==> config.mk <==
export PLATFORM = sky130hd
export DESIGN_NAME = cmd_frame_receiver_with_ack_top
export DESIGN_NICKNAME = d
export VERILOG_FILES = /design/src/design/cfr_pkg.sv /design/src/design/cfr_payload_buf.sv /design/src/design/cfr_parser.sv /design/src/design/cmd_frame_receiver_with_ack_top.sv
export SDC_FILE = /design/constraint.sdc
export NUM_CORES = 1
export LEC_CHECK = 0
export BUFFER_PORTS_ARGS = -buffer_cell sky130_fd_sc_hd__buf_2
export CAP_MARGIN = 20
export CORE_ASPECT_RATIO = 0.8
export CORE_MARGIN = 3
export CORE_UTILIZATION = 55
export CTS_CLUSTER_DIAMETER = 100
export DETAILED_ROUTE_END_ITERATION = 12
export PLACE_DENSITY = 0.79
export SLEW_MARGIN = 5
export SYNTH_ARGS = -nofsm -noshare
export SYNTH_HDL_FRONTEND = slang
export SYNTH_HIERARCHICAL = 1
export SYNTH_SLANG_ARGS = --single-unit
==> constraint.sdc <==
create_clock -name clk -period 6.6 [get_ports clk]
set_input_delay 0.66 -clock clk [delete_from_list [all_inputs] [get_ports clk]]
set_output_delay 0.66 -clock clk [all_outputs]
set_load 0.1 [all_outputs]
==> src/design/cfr_pkg.sv <==
// ----------------------------------------------------------------------------
// cfr_pkg: shared types and constants of the command frame receiver
//
// Holds the result codes, the frame marker bytes and the event record that
// the parser hands to the result sequencer.
// ----------------------------------------------------------------------------
`default_nettype none

package cfr_pkg;

    // Largest payload that the hardware buffer can hold.
    localparam int MAX_PAYLOAD_DEF = 48;

    // Reset value of the idle gap register.
    localparam logic [7:0] GAP_TICKS_RST = 8'd5;

    // Request types on the input channel.
    localparam logic REQ_BYTE = 1'b0;
    localparam logic REQ_TICK = 1'b1;

    // Frame marker bytes.
    localparam logic [7:0] BYTE_SOF     = 8'hFF;
    localparam logic [7:0] TYPE_ACK_REQ = 8'hAA;
    localparam logic [7:0] TYPE_NO_ACK  = 8'hBB;
    localparam logic [7:0] TYPE_REPLY   = 8'h55;

    // Reply codes that the block asks to be sent.
    localparam logic [7:0] CODE_NAK = 8'h7F;
    localparam logic [7:0] CODE_ACK = 8'h01;

    // Drop reasons.
    localparam logic [7:0] DROP_HEADER = 8'd0;
    localparam logic [7:0] DROP_LENGTH = 8'd1;
    localparam logic [7:0] DROP_GAP    = 8'd2;

    // Result kinds.
    typedef enum logic [2:0] {
        KIND_REPLY   = 3'd0,
        KIND_HEADER  = 3'd1,
        KIND_PAYLOAD = 3'd2,
        KIND_ACK     = 3'd3,
        KIND_DROP    = 3'd4
    } res_kind_t;

    // What one accepted request leads to.
    typedef struct packed {
        logic       single;    // exactly one result, given by kind and value
        logic       good;      // good frame: header and payload follow
        logic       ack_want;  // good frame that asks for an 01 reply first
        res_kind_t  kind;
        logic [7:0] command;
        logic [7:0] value;
        logic [5:0] len;
    } cfr_event_t;

endpackage

`default_nettype wire

==> src/design/cfr_payload_buf.sv <==
// ----------------------------------------------------------------------------
// cfr_payload_buf: payload byte buffer
//
// One write port for the parser and one registered read port for the replay
// of a finished frame.
// ----------------------------------------------------------------------------
`default_nettype none

module cfr_payload_buf #(
    parameter int DEPTH = 48,
    parameter int AW    = 6
) (
    input  wire logic          clk,
    input  wire logic          wr_en,
    input  wire logic [AW-1:0] wr_addr,
    input  wire logic [7:0]    wr_data,
    input  wire logic          rd_en,
    input  wire logic [AW-1:0] rd_addr,
    output logic      [7:0]    rd_data
);

    logic [7:0] mem [DEPTH];

    // Write port.
    always_ff @(posedge clk)
    begin
        if (wr_en)
        begin
            mem[wr_addr] <= wr_data;
        end
    end

    // Registered read port.
    always_ff @(posedge clk)
    begin
        if (rd_en)
        begin
            rd_data <= mem[rd_addr];
        end
    end

endmodule

`default_nettype wire

==> src/design/cfr_parser.sv <==
// ----------------------------------------------------------------------------
// cfr_parser: frame parser and idle gap timer
//
// Steps the frame parser by one received byte or one tick, keeps the running
// checksum and the gap counter, stores payload bytes and reports what the
// request leads to.
// ----------------------------------------------------------------------------
`default_nettype none

module cfr_parser
    import cfr_pkg::*;
#(
    parameter int MAX_PAYLOAD = MAX_PAYLOAD_DEF,
    parameter int AW          = 6
) (
    input  wire logic          clk,
    input  wire logic          rst_n,
    input  wire logic          cfg_we,
    input  wire logic [7:0]    cfg_wdata,
    input  wire logic          accept,
    input  wire logic          req_type,
    input  wire logic [7:0]    rx_byte,
    output cfr_event_t         ev,
    output logic               wr_en,
    output logic      [AW-1:0] wr_addr,
    output logic      [7:0]    wr_data
);

    typedef enum logic [2:0] {
        PH_WAIT,
        PH_TYPE,
        PH_CMD,
        PH_LEN,
        PH_DATA,
        PH_CHK,
        PH_CODE
    } phase_t;

    localparam logic [7:0] MAX_LEN = 8'(MAX_PAYLOAD);

    phase_t     phase_reg,   phase_next;
    logic [1:0] fkind_reg,   fkind_next;
    logic [7:0] fcmd_reg,    fcmd_next;
    logic [5:0] flen_reg,    flen_next;
    logic [5:0] seen_reg,    seen_next;
    logic [7:0] xor_reg,     xor_next;
    logic [7:0] idle_reg,    idle_next;
    logic       discard_reg, discard_next;
    logic [7:0] gap_reg;
    logic [5:0] seen_inc;

    assign seen_inc = seen_reg + 6'd1;

    // Payload bytes go to the buffer at the current fill position.
    assign wr_addr = seen_reg[AW-1:0];
    assign wr_data = rx_byte;

    // Next parser state and the result that this request leads to.
    always_comb
    begin
        phase_next   = phase_reg;
        fkind_next   = fkind_reg;
        fcmd_next    = fcmd_reg;
        flen_next    = flen_reg;
        seen_next    = seen_reg;
        xor_next     = xor_reg;
        idle_next    = idle_reg;
        discard_next = discard_reg;
        wr_en        = 1'b0;
        ev           = '0;
        ev.kind      = KIND_DROP;
        ev.command   = fcmd_reg;
        ev.len       = flen_reg;

        if (accept && req_type == REQ_BYTE)
        begin
            idle_next = 8'd1;
            if (!discard_reg)
            begin
                case (phase_reg)
                    PH_WAIT:
                    begin
                        fcmd_next  = 8'd0;
                        flen_next  = 6'd0;
                        seen_next  = 6'd0;
                        xor_next   = 8'd0;
                        fkind_next = 2'd0;
                        ev.command = 8'd0;
                        if (rx_byte == BYTE_SOF)
                        begin
                            phase_next = PH_TYPE;
                        end
                        else
                        begin
                            ev.single    = 1'b1;
                            ev.value     = DROP_HEADER;
                            discard_next = 1'b1;
                        end
                    end
                    PH_TYPE:
                    begin
                        if (rx_byte == TYPE_ACK_REQ)
                        begin
                            fkind_next = 2'd0;
                            phase_next = PH_CMD;
                        end
                        else if (rx_byte == TYPE_NO_ACK)
                        begin
                            fkind_next = 2'd1;
                            phase_next = PH_CMD;
                        end
                        else if (rx_byte == TYPE_REPLY)
                        begin
                            fkind_next = 2'd2;
                            phase_next = PH_CMD;
                        end
                        else
                        begin
                            ev.single    = 1'b1;
                            ev.value     = DROP_HEADER;
                            phase_next   = PH_WAIT;
                            discard_next = 1'b1;
                        end
                    end
                    PH_CMD:
                    begin
                        fcmd_next  = rx_byte;
                        xor_next   = rx_byte;
                        phase_next = (fkind_reg == 2'd2) ? PH_CODE : PH_LEN;
                    end
                    PH_CODE:
                    begin
                        ev.single  = 1'b1;
                        ev.kind    = KIND_ACK;
                        ev.value   = rx_byte;
                        phase_next = PH_WAIT;
                    end
                    PH_LEN:
                    begin
                        if (rx_byte > MAX_LEN)
                        begin
                            ev.single    = 1'b1;
                            ev.value     = DROP_LENGTH;
                            phase_next   = PH_WAIT;
                            discard_next = 1'b1;
                        end
                        else
                        begin
                            flen_next  = rx_byte[5:0];
                            xor_next   = xor_reg ^ rx_byte;
                            seen_next  = 6'd0;
                            phase_next = (rx_byte == 8'd0) ? PH_CHK : PH_DATA;
                        end
                    end
                    PH_DATA:
                    begin
                        wr_en     = 1'b1;
                        xor_next  = xor_reg ^ rx_byte;
                        seen_next = seen_inc;
                        if (seen_inc >= flen_reg)
                        begin
                            phase_next = PH_CHK;
                        end
                    end
                    PH_CHK:
                    begin
                        phase_next = PH_WAIT;
                        if (rx_byte != xor_reg)
                        begin
                            ev.single = 1'b1;
                            ev.kind   = KIND_REPLY;
                            ev.value  = CODE_NAK;
                        end
                        else
                        begin
                            ev.good     = 1'b1;
                            ev.ack_want = (fkind_reg == 2'd0);
                        end
                    end
                    default:
                    begin
                        phase_next = PH_WAIT;
                    end
                endcase
            end
        end
        else if (accept && idle_reg != 8'd0)
        begin
            // Tick: count idle time and end the burst at the gap.
            if (idle_reg >= gap_reg)
            begin
                idle_next = 8'd0;
                if (phase_reg != PH_WAIT && !discard_reg)
                begin
                    ev.single = 1'b1;
                    ev.value  = DROP_GAP;
                end
                phase_next   = PH_WAIT;
                discard_next = 1'b0;
            end
            else
            begin
                idle_next = idle_reg + 8'd1;
            end
        end
    end

    // Parser state and gap register.
    always_ff @(posedge clk or negedge rst_n)
    begin
        if (!rst_n)
        begin
            phase_reg   <= PH_WAIT;
            fkind_reg   <= 2'd0;
            fcmd_reg    <= 8'd0;
            flen_reg    <= 6'd0;
            seen_reg    <= 6'd0;
            xor_reg     <= 8'd0;
            idle_reg    <= 8'd0;
            discard_reg <= 1'b0;
            gap_reg     <= GAP_TICKS_RST;
        end
        else
        begin
            phase_reg   <= phase_next;
            fkind_reg   <= fkind_next;
            fcmd_reg    <= fcmd_next;
            flen_reg    <= flen_next;
            seen_reg    <= seen_next;
            xor_reg     <= xor_next;
            idle_reg    <= idle_next;
            discard_reg <= discard_next;
            if (cfg_we)
            begin
                gap_reg <= cfg_wdata;
            end
        end
    end

endmodule

`default_nettype wire

==> src/design/cmd_frame_receiver_with_ack_top.sv <==
// ----------------------------------------------------------------------------
// cmd_frame_receiver_with_ack_top: command frame receiver with acknowledge
//
// Usage:
//   Input channel (in_valid/in_ready, req_type, rx_byte) carries one received
//   byte or one 10 ms tick per request. Output channel (out_valid/out_ready)
//   carries results: kind, command, value, payload_len and last, where last
//   marks the final result of one request. cfg_we/cfg_wdata write gap_ticks.
//   A request is taken when in_valid and in_ready are both high. A request
//   with no result frees the input at once, so the next one can follow in the
//   next cycle. A request with results keeps in_ready low while the result
//   sequencer runs: the request is first staged in the sequencer registers,
//   then one result per cycle goes into the output register when the output
//   is not stalled. A good frame replays its buffered payload through the
//   registered read port of the payload buffer, one byte per cycle when the
//   output is not stalled. in_ready rises again while the last result still
//   waits in the output register.
//   When the receiver stalls, the output register holds its result and the
//   sequencer waits. Reset clears the parser, the gap counter and the output
//   register and sets gap_ticks to 5; the payload buffer is not cleared.
// ----------------------------------------------------------------------------
`default_nettype none

module cmd_frame_receiver_with_ack_top
    import cfr_pkg::*;
#(
    parameter int MAX_PAYLOAD = MAX_PAYLOAD_DEF
) (
    input  wire logic       clk,
    input  wire logic       rst_n,
    input  wire logic       cfg_we,
    input  wire logic [7:0] cfg_wdata,
    input  wire logic       in_valid,
    output logic            in_ready,
    input  wire logic       req_type,
    input  wire logic [7:0] rx_byte,
    output logic            out_valid,
    input  wire logic       out_ready,
    output logic      [2:0] kind,
    output logic      [7:0] command,
    output logic      [7:0] value,
    output logic      [5:0] payload_len,
    output logic            last
);

    localparam int AW = (MAX_PAYLOAD > 1) ? $clog2(MAX_PAYLOAD) : 1;

    typedef enum logic [2:0] {
        ST_IDLE,
        ST_SINGLE,
        ST_REPLY,
        ST_HDR,
        ST_DATA
    } seq_state_t;

    seq_state_t state_reg;
    cfr_event_t ev;
    logic       accept;
    logic       out_free;
    logic       out_load;
    logic       wr_en;
    logic [AW-1:0] wr_addr;
    logic [7:0] wr_data;
    logic       rd_en;
    logic [AW-1:0] rd_addr;
    logic [7:0] rd_data;
    logic       data_last;

    res_kind_t  pend_kind_reg;
    logic [7:0] pend_value_reg;
    logic [7:0] cmd_reg;
    logic [5:0] len_reg;
    logic [5:0] cnt_reg;
    logic [5:0] cnt_inc;

    logic       out_valid_reg;
    res_kind_t  out_kind_reg;
    logic [7:0] out_cmd_reg;
    logic [7:0] out_value_reg;
    logic [5:0] out_len_reg;
    logic       out_last_reg;

    assign in_ready  = (state_reg == ST_IDLE);
    assign accept    = in_valid && in_ready;
    assign out_free  = !out_valid_reg || out_ready;
    assign cnt_inc   = cnt_reg + 6'd1;
    assign data_last = (cnt_inc == len_reg);

    // The output register takes a new result in every busy sequencer state once it is free.
    assign out_load  = out_free && (state_reg == ST_SINGLE || state_reg == ST_REPLY ||
                                    state_reg == ST_HDR || state_reg == ST_DATA);

    // Buffer reads: first byte with the header, then one per pushed byte.
    always_comb
    begin
        rd_en   = 1'b0;
        rd_addr = '0;
        if (out_free && state_reg == ST_HDR && len_reg != 6'd0)
        begin
            rd_en = 1'b1;
        end
        else if (out_free && state_reg == ST_DATA && !data_last)
        begin
            rd_en   = 1'b1;
            rd_addr = cnt_inc[AW-1:0];
        end
    end

    cfr_parser #(
        .MAX_PAYLOAD (MAX_PAYLOAD),
        .AW          (AW)
    ) u_parser (
        .clk       (clk),
        .rst_n     (rst_n),
        .cfg_we    (cfg_we),
        .cfg_wdata (cfg_wdata),
        .accept    (accept),
        .req_type  (req_type),
        .rx_byte   (rx_byte),
        .ev        (ev),
        .wr_en     (wr_en),
        .wr_addr   (wr_addr),
        .wr_data   (wr_data)
    );

    cfr_payload_buf #(
        .DEPTH (MAX_PAYLOAD),
        .AW    (AW)
    ) u_buf (
        .clk     (clk),
        .wr_en   (wr_en),
        .wr_addr (wr_addr),
        .wr_data (wr_data),
        .rd_en   (rd_en),
        .rd_addr (rd_addr),
        .rd_data (rd_data)
    );

    // Result sequencer and output register.
    always_ff @(posedge clk or negedge rst_n)
    begin
        if (!rst_n)
        begin
            state_reg      <= ST_IDLE;
            out_valid_reg  <= 1'b0;
            pend_kind_reg  <= KIND_DROP;
            pend_value_reg <= 8'd0;
            cmd_reg        <= 8'd0;
            len_reg        <= 6'd0;
            cnt_reg        <= 6'd0;
            out_kind_reg   <= KIND_DROP;
            out_cmd_reg    <= 8'd0;
            out_value_reg  <= 8'd0;
            out_len_reg    <= 6'd0;
            out_last_reg   <= 1'b0;
        end
        else
        begin
            if (out_valid_reg && out_ready && !out_load)
            begin
                out_valid_reg <= 1'b0;
            end
            case (state_reg)
                ST_IDLE:
                begin
                    if (accept)
                    begin
                        pend_kind_reg  <= ev.kind;
                        pend_value_reg <= ev.value;
                        cmd_reg        <= ev.command;
                        len_reg        <= ev.len;
                        cnt_reg        <= 6'd0;
                        if (ev.single)
                        begin
                            state_reg <= ST_SINGLE;
                        end
                        else if (ev.good)
                        begin
                            state_reg <= ev.ack_want ? ST_REPLY : ST_HDR;
                        end
                    end
                end
                ST_SINGLE:
                begin
                    if (out_free)
                    begin
                        out_valid_reg <= 1'b1;
                        out_kind_reg  <= pend_kind_reg;
                        out_cmd_reg   <= cmd_reg;
                        out_value_reg <= pend_value_reg;
                        out_len_reg   <= 6'd0;
                        out_last_reg  <= 1'b1;
                        state_reg     <= ST_IDLE;
                    end
                end
                ST_REPLY:
                begin
                    if (out_free)
                    begin
                        out_valid_reg <= 1'b1;
                        out_kind_reg  <= KIND_REPLY;
                        out_cmd_reg   <= cmd_reg;
                        out_value_reg <= CODE_ACK;
                        out_len_reg   <= 6'd0;
                        out_last_reg  <= 1'b0;
                        state_reg     <= ST_HDR;
                    end
                end
                ST_HDR:
                begin
                    if (out_free)
                    begin
                        out_valid_reg <= 1'b1;
                        out_kind_reg  <= KIND_HEADER;
                        out_cmd_reg   <= cmd_reg;
                        out_value_reg <= 8'd0;
                        out_len_reg   <= len_reg;
                        out_last_reg  <= (len_reg == 6'd0);
                        state_reg     <= (len_reg == 6'd0) ? ST_IDLE : ST_DATA;
                    end
                end
                ST_DATA:
                begin
                    if (out_free)
                    begin
                        out_valid_reg <= 1'b1;
                        out_kind_reg  <= KIND_PAYLOAD;
                        out_cmd_reg   <= cmd_reg;
                        out_value_reg <= rd_data;
                        out_len_reg   <= len_reg;
                        out_last_reg  <= data_last;
                        cnt_reg       <= cnt_inc;
                        if (data_last)
                        begin
                            state_reg <= ST_IDLE;
                        end
                    end
                end
                default:
                begin
                    state_reg <= ST_IDLE;
                end
            endcase
        end
    end

    assign out_valid   = out_valid_reg;
    assign kind        = out_kind_reg;
    assign command     = out_cmd_reg;
    assign value       = out_value_reg;
    assign payload_len = out_len_reg;
    assign last        = out_last_reg;

    // The replay never runs past the frame length.
    a_replay_in_range: assert property (@(posedge clk) disable iff (!rst_n)
        (state_reg == ST_DATA) |-> (cnt_reg < len_reg))
        else $error("payload replay index beyond frame length");

    // A payload result always belongs to a frame with a payload.
    a_payload_len: assert property (@(posedge clk) disable iff (!rst_n)
        (out_valid_reg && out_kind_reg == KIND_PAYLOAD) |-> (out_len_reg != 6'd0))
        else $error("payload result with zero frame length");

    // An 01 reply that is not final is followed at once by the frame header.
    a_reply_then_header: assert property (@(posedge clk) disable iff (!rst_n)
        (out_valid_reg && out_ready && out_kind_reg == KIND_REPLY && !out_last_reg)
        |=> (out_valid_reg && out_kind_reg == KIND_HEADER))
        else $error("ack reply not followed by frame header");

endmodule

`default_nettype wire
==> flow_metrics.tcl, run 1 <==
set metrics [dict create \
    maxCapViolCount 0 \
    setup_viol 0 \
    grt_pass1_wl_microns 77140 \
    crit_type "register to register" \
    core_area_sq_um 38760 \
    max_stage_delay_ns 0.82 \
    hold_violations 0 \
    sw_frac_of_total 0.2755 \
    drc 0 \
    drtAntennaViolNets 0 \
    cp-start-kind "register" \
    wirelength_microns 50650 \
    clk_pin_slew_ns 0.06 \
    num_rows 64 \
    clockPowerShare 0.360 \
    tightest_slew_ns 1.032 \
    finalInstanceArea_sq_um 23910 \
    timing.rr.start "state_reg[2]$_DFFE_PN0P_" \
    ys_top_cells_by_area "edfxtp_1 (54%), dfrtp_1 (12%), mux2i_1 (6.0%)" \
    cp.arrival_ns 4.97 \
    reg2reg_to "u_buf/rd_data[3]$_DFFE_PP_" \
    critPathBufInv 1 \
    cp.required_ns 7.00 \
    yosysTopAreaCellShare 0.5386 \
    clock-root-buffer "clkbuf_16" \
    peakVddDrop_mv 0.2286 \
    largest_reg_flops 384 \
    crit_chain "nor3b_2 > nand2_2 > a211oi_4 > buf_12 > mux2i_1 > a22o_1 > a221oi_1 > o22ai_1 > o41ai_2" \
    detailed_place.area_sq_um 22460 \
    wl_per_cell_microns 24.68 \
    rsz0062_at_grt "no" \
    num-nets-final 1532 \
    htree_levels 2 \
    slowest_stage "a211oi_4" \
    start_util 0.5639 \
    ys_seq_area_frac 0.6659 \
    worstSetupStartpoint "state_reg[2]$_DFFE_PN0P_" \
    dieArea_sq_um 42180 \
    report.final.slew_viol_count 0 \
    cts_resized 0 \
    p_switching_uw 1954 \
    syn_inst 1461 \
    vias_per_cell 6.404 \
    relSlewSlack 0.3117 \
    setup_slack_ns 2.028 \
    gp_congestion 0.9018 \
    p_int_uw 5139 \
    synthDistinctLibCells 86 \
    p_per_area_nw_per_um2 296.7 \
    async_flop_share 0.2207 \
    cts_sinks 503 \
    reg2reg_depth 9 \
    p_seq_frac 0.511 \
    hold_path.class "input port to async pin" \
    fillers 2786 \
    die_h_microns 184.3 \
    gr-total-overflow 0 \
    cts_buffers 47 \
    p_leak_uw 0.008164 \
    mappedNetlistArea_sq_um 21850 \
    period_minus_slack_ns 4.572 \
    finalPower_uw 7093 \
    syn_avg_cell_area_sq_um 14.96 \
    yosysWarnings 6 \
    cts_tree "yes" \
    firstDrtPassIters 5 \
    post-dp-hpwl_microns 32330 \
    antenna_cells 0 \
    tns_ns 0 \
    grt_pass1_vias 12770 \
    postCtsSetupRepairBufs 0 \
    regMostFlops "u_buf/mem" \
    clk_latency_ns 0.58 \
    drt_iter0_drc 1544 \
    drive_above_1_share 0.1673 \
    synth_nets 1501 \
    fmax_ghz 0.2187 \
    synth_edf_count 392 \
    grt_max_degree 76 \
    synth_top_area_cell "edfxtp_1" \
    finClkSkew_ns 0.02659 \
    io_pins 50 \
    synth_top_flop_cell "edfxtp_1" \
    antenna_found_initial 3 \
    track_usage 0.2408 \
    dieWidth_microns 228.9 \
    combPwrFrac 0.129 \
    cp_top_family "compound AO/OA/AOI/OAI gates" \
    area_growth_pct 9.395 \
    end_kind "register" \
    status "completed" \
    path_max_fanout 59 \
    clockBufferDepth 3 \
    ys_ff_latch 503 \
    reg2reg_slack_ns 2.03 \
    portBuffers 49 \
    finalCoreUtilization 0.6169 \
    pre_cts_ws_ns 2.231 \
    cts-hold-fix-buffers 0 \
    num_vias 13140 \
    period_share 0.6927 \
]
per-stage QoR:
step / instances / hold slack [ns]
global placement: 1965 / 0.4426
detailed placement: 1968 / 0.4557
floorplan: 1461 / 0.3644
finish: 2052 / 0.04051
CTS: 2049 / 0.03152
global route: 2052 / 0.04832
layout by cell type (no fill, tap or decap), drive strengths merged, types with 9 or more instances in the layout:
master	instances
nor2b	32
a22o	31
clkinv	14
nor4	12
nand2b	11
edfxtp	392
nand3	29
nand2	112
o21ai	35
buf	75
mux4	40
and3	10
xnor2	13
clkbuf	62
mux2i	132
ha	18
dfrtp	107
inv	27
o41ai	9
mux2	33
nor2	94
and2	10
a221oi	24
a31oi	12
o22ai	9
a21oi	35
a22oi	41
routing by layer:
| layer | routed length, microns | share of wire | global-route usage |
|---|---|---|---|
| met5 | 0 | 0 | 0 |
| met4 | 1165 | 0.023 | 0.06596 |
| met3 | 5255 | 0.10 | 0.05825 |
| met2 | 22910 | 0.45 | 0.3626 |
| met1 | 21320 | 0.42 | 0.3562 |
cells by family after synthesis:
family                   after synthesis  share of synthesized area
AND/OR/NAND/NOR                      351                    0.08015
flip-flops                           503                     0.6659
adder cells (fa/ha/maj)               18                    0.01031
buffers and inverters                119                    0.03137
AO/OA/AOI/OAI                        242                    0.08307
XOR/XNOR                              23                    0.01048
multiplexers                         205                     0.1187
cell type report:
| type | count | area, sq um | area share |
|---|---|---|---|
| Multi-Input combinational cell | 839 | 6679 | 0.2794 |
| Sequential cell | 503 | 14550 | 0.6088 |
| Clock inverter | 20 | 171.4 | 0.007170 |
| Clock buffer | 61 | 1259 | 0.05265 |
| Inverter | 25 | 93.84 | 0.003925 |
| Timing Repair Buffer | 76 | 490.5 | 0.02051 |
| Tap cell | 528 | 660.6 | 0.02763 |
how the worst max path moves through the flow:
stage,end,depth (start not counted)
after detailed placement,u_buf/rd_data[4]$_DFFE_PP_,9
after floorplan,u_buf/mem[5][0]$_DFFE_PP_,9
after global placement,u_buf/rd_data[3]$_DFFE_PP_,11
final,u_buf/rd_data[3]$_DFFE_PP_,9
after CTS,u_buf/rd_data[3]$_DFFE_PP_,9
after global routing,u_buf/rd_data[3]$_DFFE_PP_,9
synthesized netlist by cell type (all sizes together) (9+ instances only):
library cell	n
a21oi	35
a221oi	24
a22o	31
a22oi	41
a31oi	12
and2	10
and3	10
buf	69
clkbuf	25
dfrtp	107
edfxtp	392
ha	18
inv	25
mux2	33
mux2i	132
mux4	40
nand2	112
nand2b	11
nand3	29
nor2	94
nor2b	32
nor4	12
o21ai	35
o22ai	9
o41ai	9
xnor2	13
power groups by stage:
stage / Sequential (uW) / Combinational (uW) / Clock [uW]
3_5_place_dp: 3680 / 908 / 0
5_1_grt: 3630 / 972 / 2720
6_report: 3630 / 914 / 2550
4_1_cts: 3620 / 913 / 2590
3_3_place_gp: 3680 / 894 / 0
2_1_floorplan: 4010 / 377 / 0
Note: power is estimated with default switching activity, not from simulation.
==> run 2: changes to the inputs <==
==> constraint.sdc (replaced) <==
create_clock -name clk -period 4.48 [get_ports clk]
set_input_delay 0.448 -clock clk [delete_from_list [all_inputs] [get_ports clk]]
set_output_delay 0.448 -clock clk [all_outputs]
set_load 0.1 [all_outputs]
==> flow_metrics.tcl, run 2 (same netlist as run 1, synthesis figures left out) <==
set metrics [dict create \
    status "completed" \
    maxCapViolCount 0 \
    portBuffers 49 \
    period_share 0.9216 \
    rsz0062_at_grt "no" \
    slowest_stage "dfrtp_1" \
    cts_resized 0 \
    wl_met3_microns 4796 \
    clockPowerShare 0.374 \
    mostFrequentLayoutCell "edfxtp_1" \
    sw_frac_of_total 0.2746 \
    area_growth_pct 10.67 \
    crit_chain "ha_1 > and3_2 > xnor3_1 > and4_1 > a211oi_4 > buf_12 > buf_4 > mux2i_1 > a22o_1 > a221oi_1 > o22ai_1 > o41ai_2" \
    core_area_sq_um 38760 \
    cp.arrival_ns 4.52 \
    dr_wl_met2_microns 22400 \
    vias_per_cell 6.396 \
    clockBufferDepth 3 \
    tns_ns 0 \
    num_rows 64 \
    multi_input_area_sq_um 6669 \
    drt_iter0_drc 1766 \
    clk_latency_ns 0.57 \
    route.layer.met1.wl_microns 21730 \
    period_minus_slack_ns 4.129 \
    relSlewSlack 0.2579 \
    drive_above_1_share 0.1843 \
    wirelength_microns 50580 \
    tightest_slew_ns 1.104 \
    reg2reg_to "u_buf/rd_data[0]$_DFFE_PP_" \
    cp.required_ns 4.87 \
    io_pins 50 \
    finalPower_uw 10720 \
    clk_pin_slew_ns 0.06 \
    cp-start-kind "register" \
    p_per_area_nw_per_um2 443.3 \
    clock-root-buffer "clkbuf_16" \
    antenna_cells 0 \
    post-dp-hpwl_microns 32490 \
    timing.rr.start "cnt_reg[0]$_DFFE_PN0P_" \
    crit_type "register to register" \
    gp_congestion 0.8616 \
    regMostFlops "u_buf/mem" \
    end_kind "register" \
    max_stage_delay_ns 0.53 \
    path_max_fanout 52 \
    start_util 0.5639 \
    htree_levels 2 \
    grt_pass1_vias 12800 \
    dieWidth_microns 228.9 \
    num_vias 13300 \
    p_seq_frac 0.497 \
    drc 0 \
    reg2reg_depth 12 \
    route.top_layer_used "met4" \
    p_leak_uw 0.008347 \
    antenna_found_initial 1 \
    grt_max_degree 79 \
    cts-hold-fix-buffers 0 \
    fmax_ghz 0.2422 \
    report.final.slew_viol_count 0 \
    dieArea_sq_um 42180 \
    p_switching_uw 2944 \
    peakVddDrop_mv 0.2758 \
    combPwrFrac 0.129 \
    cts_buffers 48 \
    setup_viol 0 \
    cts_sinks 503 \
    reg2reg_slack_ns 0.35 \
    gr-total-overflow 0 \
    seq_area_sq_um 14550 \
    die_h_microns 184.3 \
    hold_path.class "input port to async pin" \
    drtAntennaViolNets 0 \
    hold_violations 0 \
    cts_tree "yes" \
    track_usage 0.2391 \
    num-nets-final 1554 \
    critPathBufInv 2 \
    largest_reg_flops 384 \
    finalCoreUtilization 0.6240 \
    firstDrtPassIters 5 \
    wl_per_cell_microns 24.32 \
    p_int_uw 7778 \
    finClkSkew_ns 0.01995 \
    grt_pass1_wl_microns 77590 \
    mostFrequentLayoutCells "edfxtp_1 (392), mux2i_1 (132), nand2_1 (111), dfrtp_1 (107), nor2_1 (91)" \
    postCtsSetupRepairBufs 0 \
    cp_top_family "compound AO/OA/AOI/OAI gates" \
    fillers 2729 \
]
run 2: changes by cell type in the layout (fill, tap and decap cells not counted), moves of 2 or more:
cell | before | now
buf_4 | 22 | 46
clkbuf_16 | 47 | 50
clkinv_1 | 8 | 6
clkinv_2 | 4 | 8
run 2: worst max-delay path by stage:
stage | from | to | slack, ns | depth (start not counted)
global route | cnt_reg[0]$_DFFE_PN0P_ | u_buf/rd_data[0]$_DFFE_PP_ | 0.18 | 12
floorplan | out_valid$_DFF_PN0_ | u_buf/rd_data[0]$_DFFE_PP_ | 1.22 | 11
detailed placement | cnt_reg[0]$_DFFE_PN0P_ | u_buf/rd_data[0]$_DFFE_PP_ | 0.39 | 12
CTS | cnt_reg[0]$_DFFE_PN0P_ | u_buf/rd_data[5]$_DFFE_PP_ | 0.41 | 12
global placement | cnt_reg[0]$_DFFE_PN0P_ | u_buf/rd_data[0]$_DFFE_PP_ | 0.51 | 12
finish | cnt_reg[0]$_DFFE_PN0P_ | u_buf/rd_data[0]$_DFFE_PP_ | 0.35 | 12
run 2: through the flow:
stage / setup slack, ns / std cells / hold WS (ns) / instance area, sq um
global route: 0.1803 / 2080 / 0.1037 / 24190
detailed placement: 0.3925 / 1992 / 0.4477 / 22620
finish: 0.3512 / 2080 / 0.03173 / 24190
global placement: 0.5081 / 1992 / 0.4442 / 22620
floorplan: 1.220 / 1461 / 0.1524 / 21850
CTS: 0.4089 / 2080 / 0.06637 / 24190
run 2: cell type report:
class	count	share of cell area
Timing Repair Buffer	97	0.02669
Sequential cell	503	0.6018
Multi-Input combinational cell	839	0.2757
Clock inverter	23	0.008743
Tap cell	528	0.02732
Clock buffer	65	0.05587
Inverter	25	0.003880
run 2: power groups by stage:
stage / clock network (uW) / registers [uW] / logic (uW)
CTS: 4070 / 5330 / 1380
global placement: 0 / 5410 / 1350
detailed placement: 0 / 5420 / 1380
finish: 4010 / 5330 / 1380
floorplan: 0 / 5900 / 555
global route: 4250 / 5350 / 1470
run 2: per-layer routing:
layer  track usage  up-vias
met5             0        -
met3       0.04249      107
li1              -     5734
met1        0.3632     6758
met4       0.07976        0
met2        0.3546      704
==> run 3: changes to the inputs <==
--- a/config.mk
+++ b/config.mk
@@ -12,6 +12,7 @@
 export CORE_UTILIZATION = 55
 export CTS_CLUSTER_DIAMETER = 100
 export DETAILED_ROUTE_END_ITERATION = 12
+export MAX_ROUTING_LAYER = met4
 export PLACE_DENSITY = 0.79
 export SLEW_MARGIN = 5
 export SYNTH_ARGS = -nofsm -noshare
==> flow_metrics.tcl, run 3 (same netlist as run 1, synthesis figures left out) <==
set metrics [dict create \
    num-nets-final 1554 \
    slowest_stage "dfrtp_1" \
    reg2reg_depth 12 \
    num_vias 13210 \
    num_rows 64 \
    reg2reg_to "u_buf/rd_data[0]$_DFFE_PP_" \
    largest_reg_flops 384 \
    postCtsSetupRepairBufs 0 \
    cp-start-kind "register" \
    crit_chain "ha_1 > and3_2 > xnor3_1 > and4_1 > a211oi_4 > buf_12 > buf_4 > mux2i_1 > a22o_1 > a221oi_1 > o22ai_1 > o41ai_2" \
    drt_iter0_drc 1640 \
    hold_path.class "input port to async pin" \
    wl_per_cell_microns 24.30 \
    firstDrtPassIters 6 \
    start_util 0.5639 \
    fmax_ghz 0.2450 \
    instances_no_fill 2080 \
    area_growth_pct 10.67 \
    dieWidth_microns 228.9 \
    crit_type "register to register" \
    dieArea_sq_um 42180 \
    drive_above_1_share 0.1843 \
    clk_latency_ns 0.57 \
    worstSetupStartpoint "cnt_reg[0]$_DFFE_PN0P_" \
    vias_per_cell 6.352 \
    detailed_place.area_sq_um 22620 \
    die_h_microns 184.3 \
    timing.rr.start "cnt_reg[0]$_DFFE_PN0P_" \
    crit_path_end "u_buf/rd_data[0]$_DFFE_PP_" \
    reg2reg_slack_ns 0.40 \
    gr-total-overflow 0 \
    finalInstanceArea_sq_um 24190 \
    path_max_fanout 52 \
    end_kind "register" \
    p_switching_uw 2946 \
    clock-root-buffer "clkbuf_16" \
    grt_pass1_vias 12800 \
    status "completed" \
    clockPowerShare 0.374 \
    cts_sinks 503 \
    htree_levels 2 \
    tns_ns 0 \
    regMostFlops "u_buf/mem" \
    period_share 0.9112 \
    cp.arrival_ns 4.48 \
    post-dp-hpwl_microns 32490 \
    sw_frac_of_total 0.2747 \
    p_seq_frac 0.497 \
    gp_congestion 0.8755 \
    cts-hold-fix-buffers 0 \
    report.final.slew_viol_count 0 \
    mostFrequentLayoutCell "edfxtp_1" \
    period_minus_slack_ns 4.082 \
    tightest_slew_ns 1.108 \
    grt_pass1_wl_microns 77630 \
    p_int_uw 7778 \
    antenna_found_initial 1 \
    cts_buffers 48 \
    peakVddDrop_mv 0.2758 \
    maxCapViolCount 0 \
    finalPower_uw 10720 \
    finClkSkew_ns 0.01818 \
    cts_tree "yes" \
    core_area_sq_um 38760 \
    wirelength_microns 50540 \
    rsz0062_at_grt "no" \
    p_per_area_nw_per_um2 443.4 \
    relSlewSlack 0.2551 \
    track_usage 0.2470 \
    hold_violations 0 \
    antenna_cells 0 \
    drc 0 \
    drtAntennaViolNets 0 \
    io_pins 50 \
    clockBufferDepth 3 \
    cts_resized 0 \
    mostFrequentLayoutCells "edfxtp_1 (392), mux2i_1 (132), nand2_1 (111), dfrtp_1 (107), nor2_1 (91)" \
    max_stage_delay_ns 0.53 \
    setup_viol 0 \
    p_leak_uw 0.008347 \
    grt_max_degree 79 \
    combPwrFrac 0.129 \
    cp.required_ns 4.88 \
    clk_pin_slew_ns 0.06 \
    portBuffers 49 \
    placedCellCount 1992 \
]
run 3: how the worst min path moves through the flow:
stage | start | slack, ns | end | cells after the start
after floorplan | rst_n | 0.15 | cmd_reg[0]$_DFFE_PN0P_ | 0
after global placement | kind[2]$_DFFE_PN1P_ | 0.44 | kind[2]$_DFFE_PN1P_ | 2
after detailed placement | kind[2]$_DFFE_PN1P_ | 0.45 | kind[2]$_DFFE_PN1P_ | 2
after CTS | rst_n | 0.07 | command[7]$_DFFE_PN0P_ | 1
after global routing | cfg_wdata[5] | 0.10 | u_parser/gap_reg[5]$_DFFE_PN0P_ | 3
final | rst_n | 0.03 | cmd_reg[2]$_DFFE_PN0P_ | 1
run 3: area by class of cell:
type                    count  area [sq um]
clock buffers              65          1351
clock inverters            23         211.5
fillers                  2729         14570
inverters                  25         93.84
multi-input cells         839          6669
flip-flops and latches    503         14550
well taps                 528         660.6
repair buffers             97         645.6
run 3: through the flow:
step                      utilization  hold slack (ns)  setup slack, ns
after floorplan                     -           0.1524            1.220
final                          0.6240          0.02751           0.3978
after CTS                      0.6240          0.06637           0.4089
after global routing           0.6240           0.1037           0.1748
after detailed placement       0.5837           0.4477           0.3925
after global placement         0.5837           0.4442           0.5081
run 3: power groups by stage:
stage	registers (uW)	logic [uW]	clock network [uW]
floorplan	5900	555	0
global placement	5410	1350	0
detailed placement	5420	1380	0
CTS	5330	1380	4070
global route	5350	1480	4250
finish	5330	1390	4010
run 3: per-layer routing:
| layer | track usage | part of all wire | wire [microns] | vias up |
|---|---|---|---|---|
| li1 | - | - | - | 5735 |
| met1 | 0.3609 | 0.42 | 21480 | 6684 |
| met2 | 0.3558 | 0.44 | 22390 | 687 |
| met3 | 0.04604 | 0.099 | 5006 | 107 |
| met4 | 0.07876 | 0.033 | 1666 | 0 |
| met5 | - | 0 | 0 | - |
run 3: worst max-delay path: cells and delay by family (launching register included):
family / cells / cell delay (ns)
fa+ha+maj: 1 / 0.28
mux: 1 / 0.12
buf+inv: 2 / 0.77
compound gates: 5 / 1.42
xor+xnor: 1 / 0.20
flops: 1 / 0.53
simple gates: 2 / 0.55
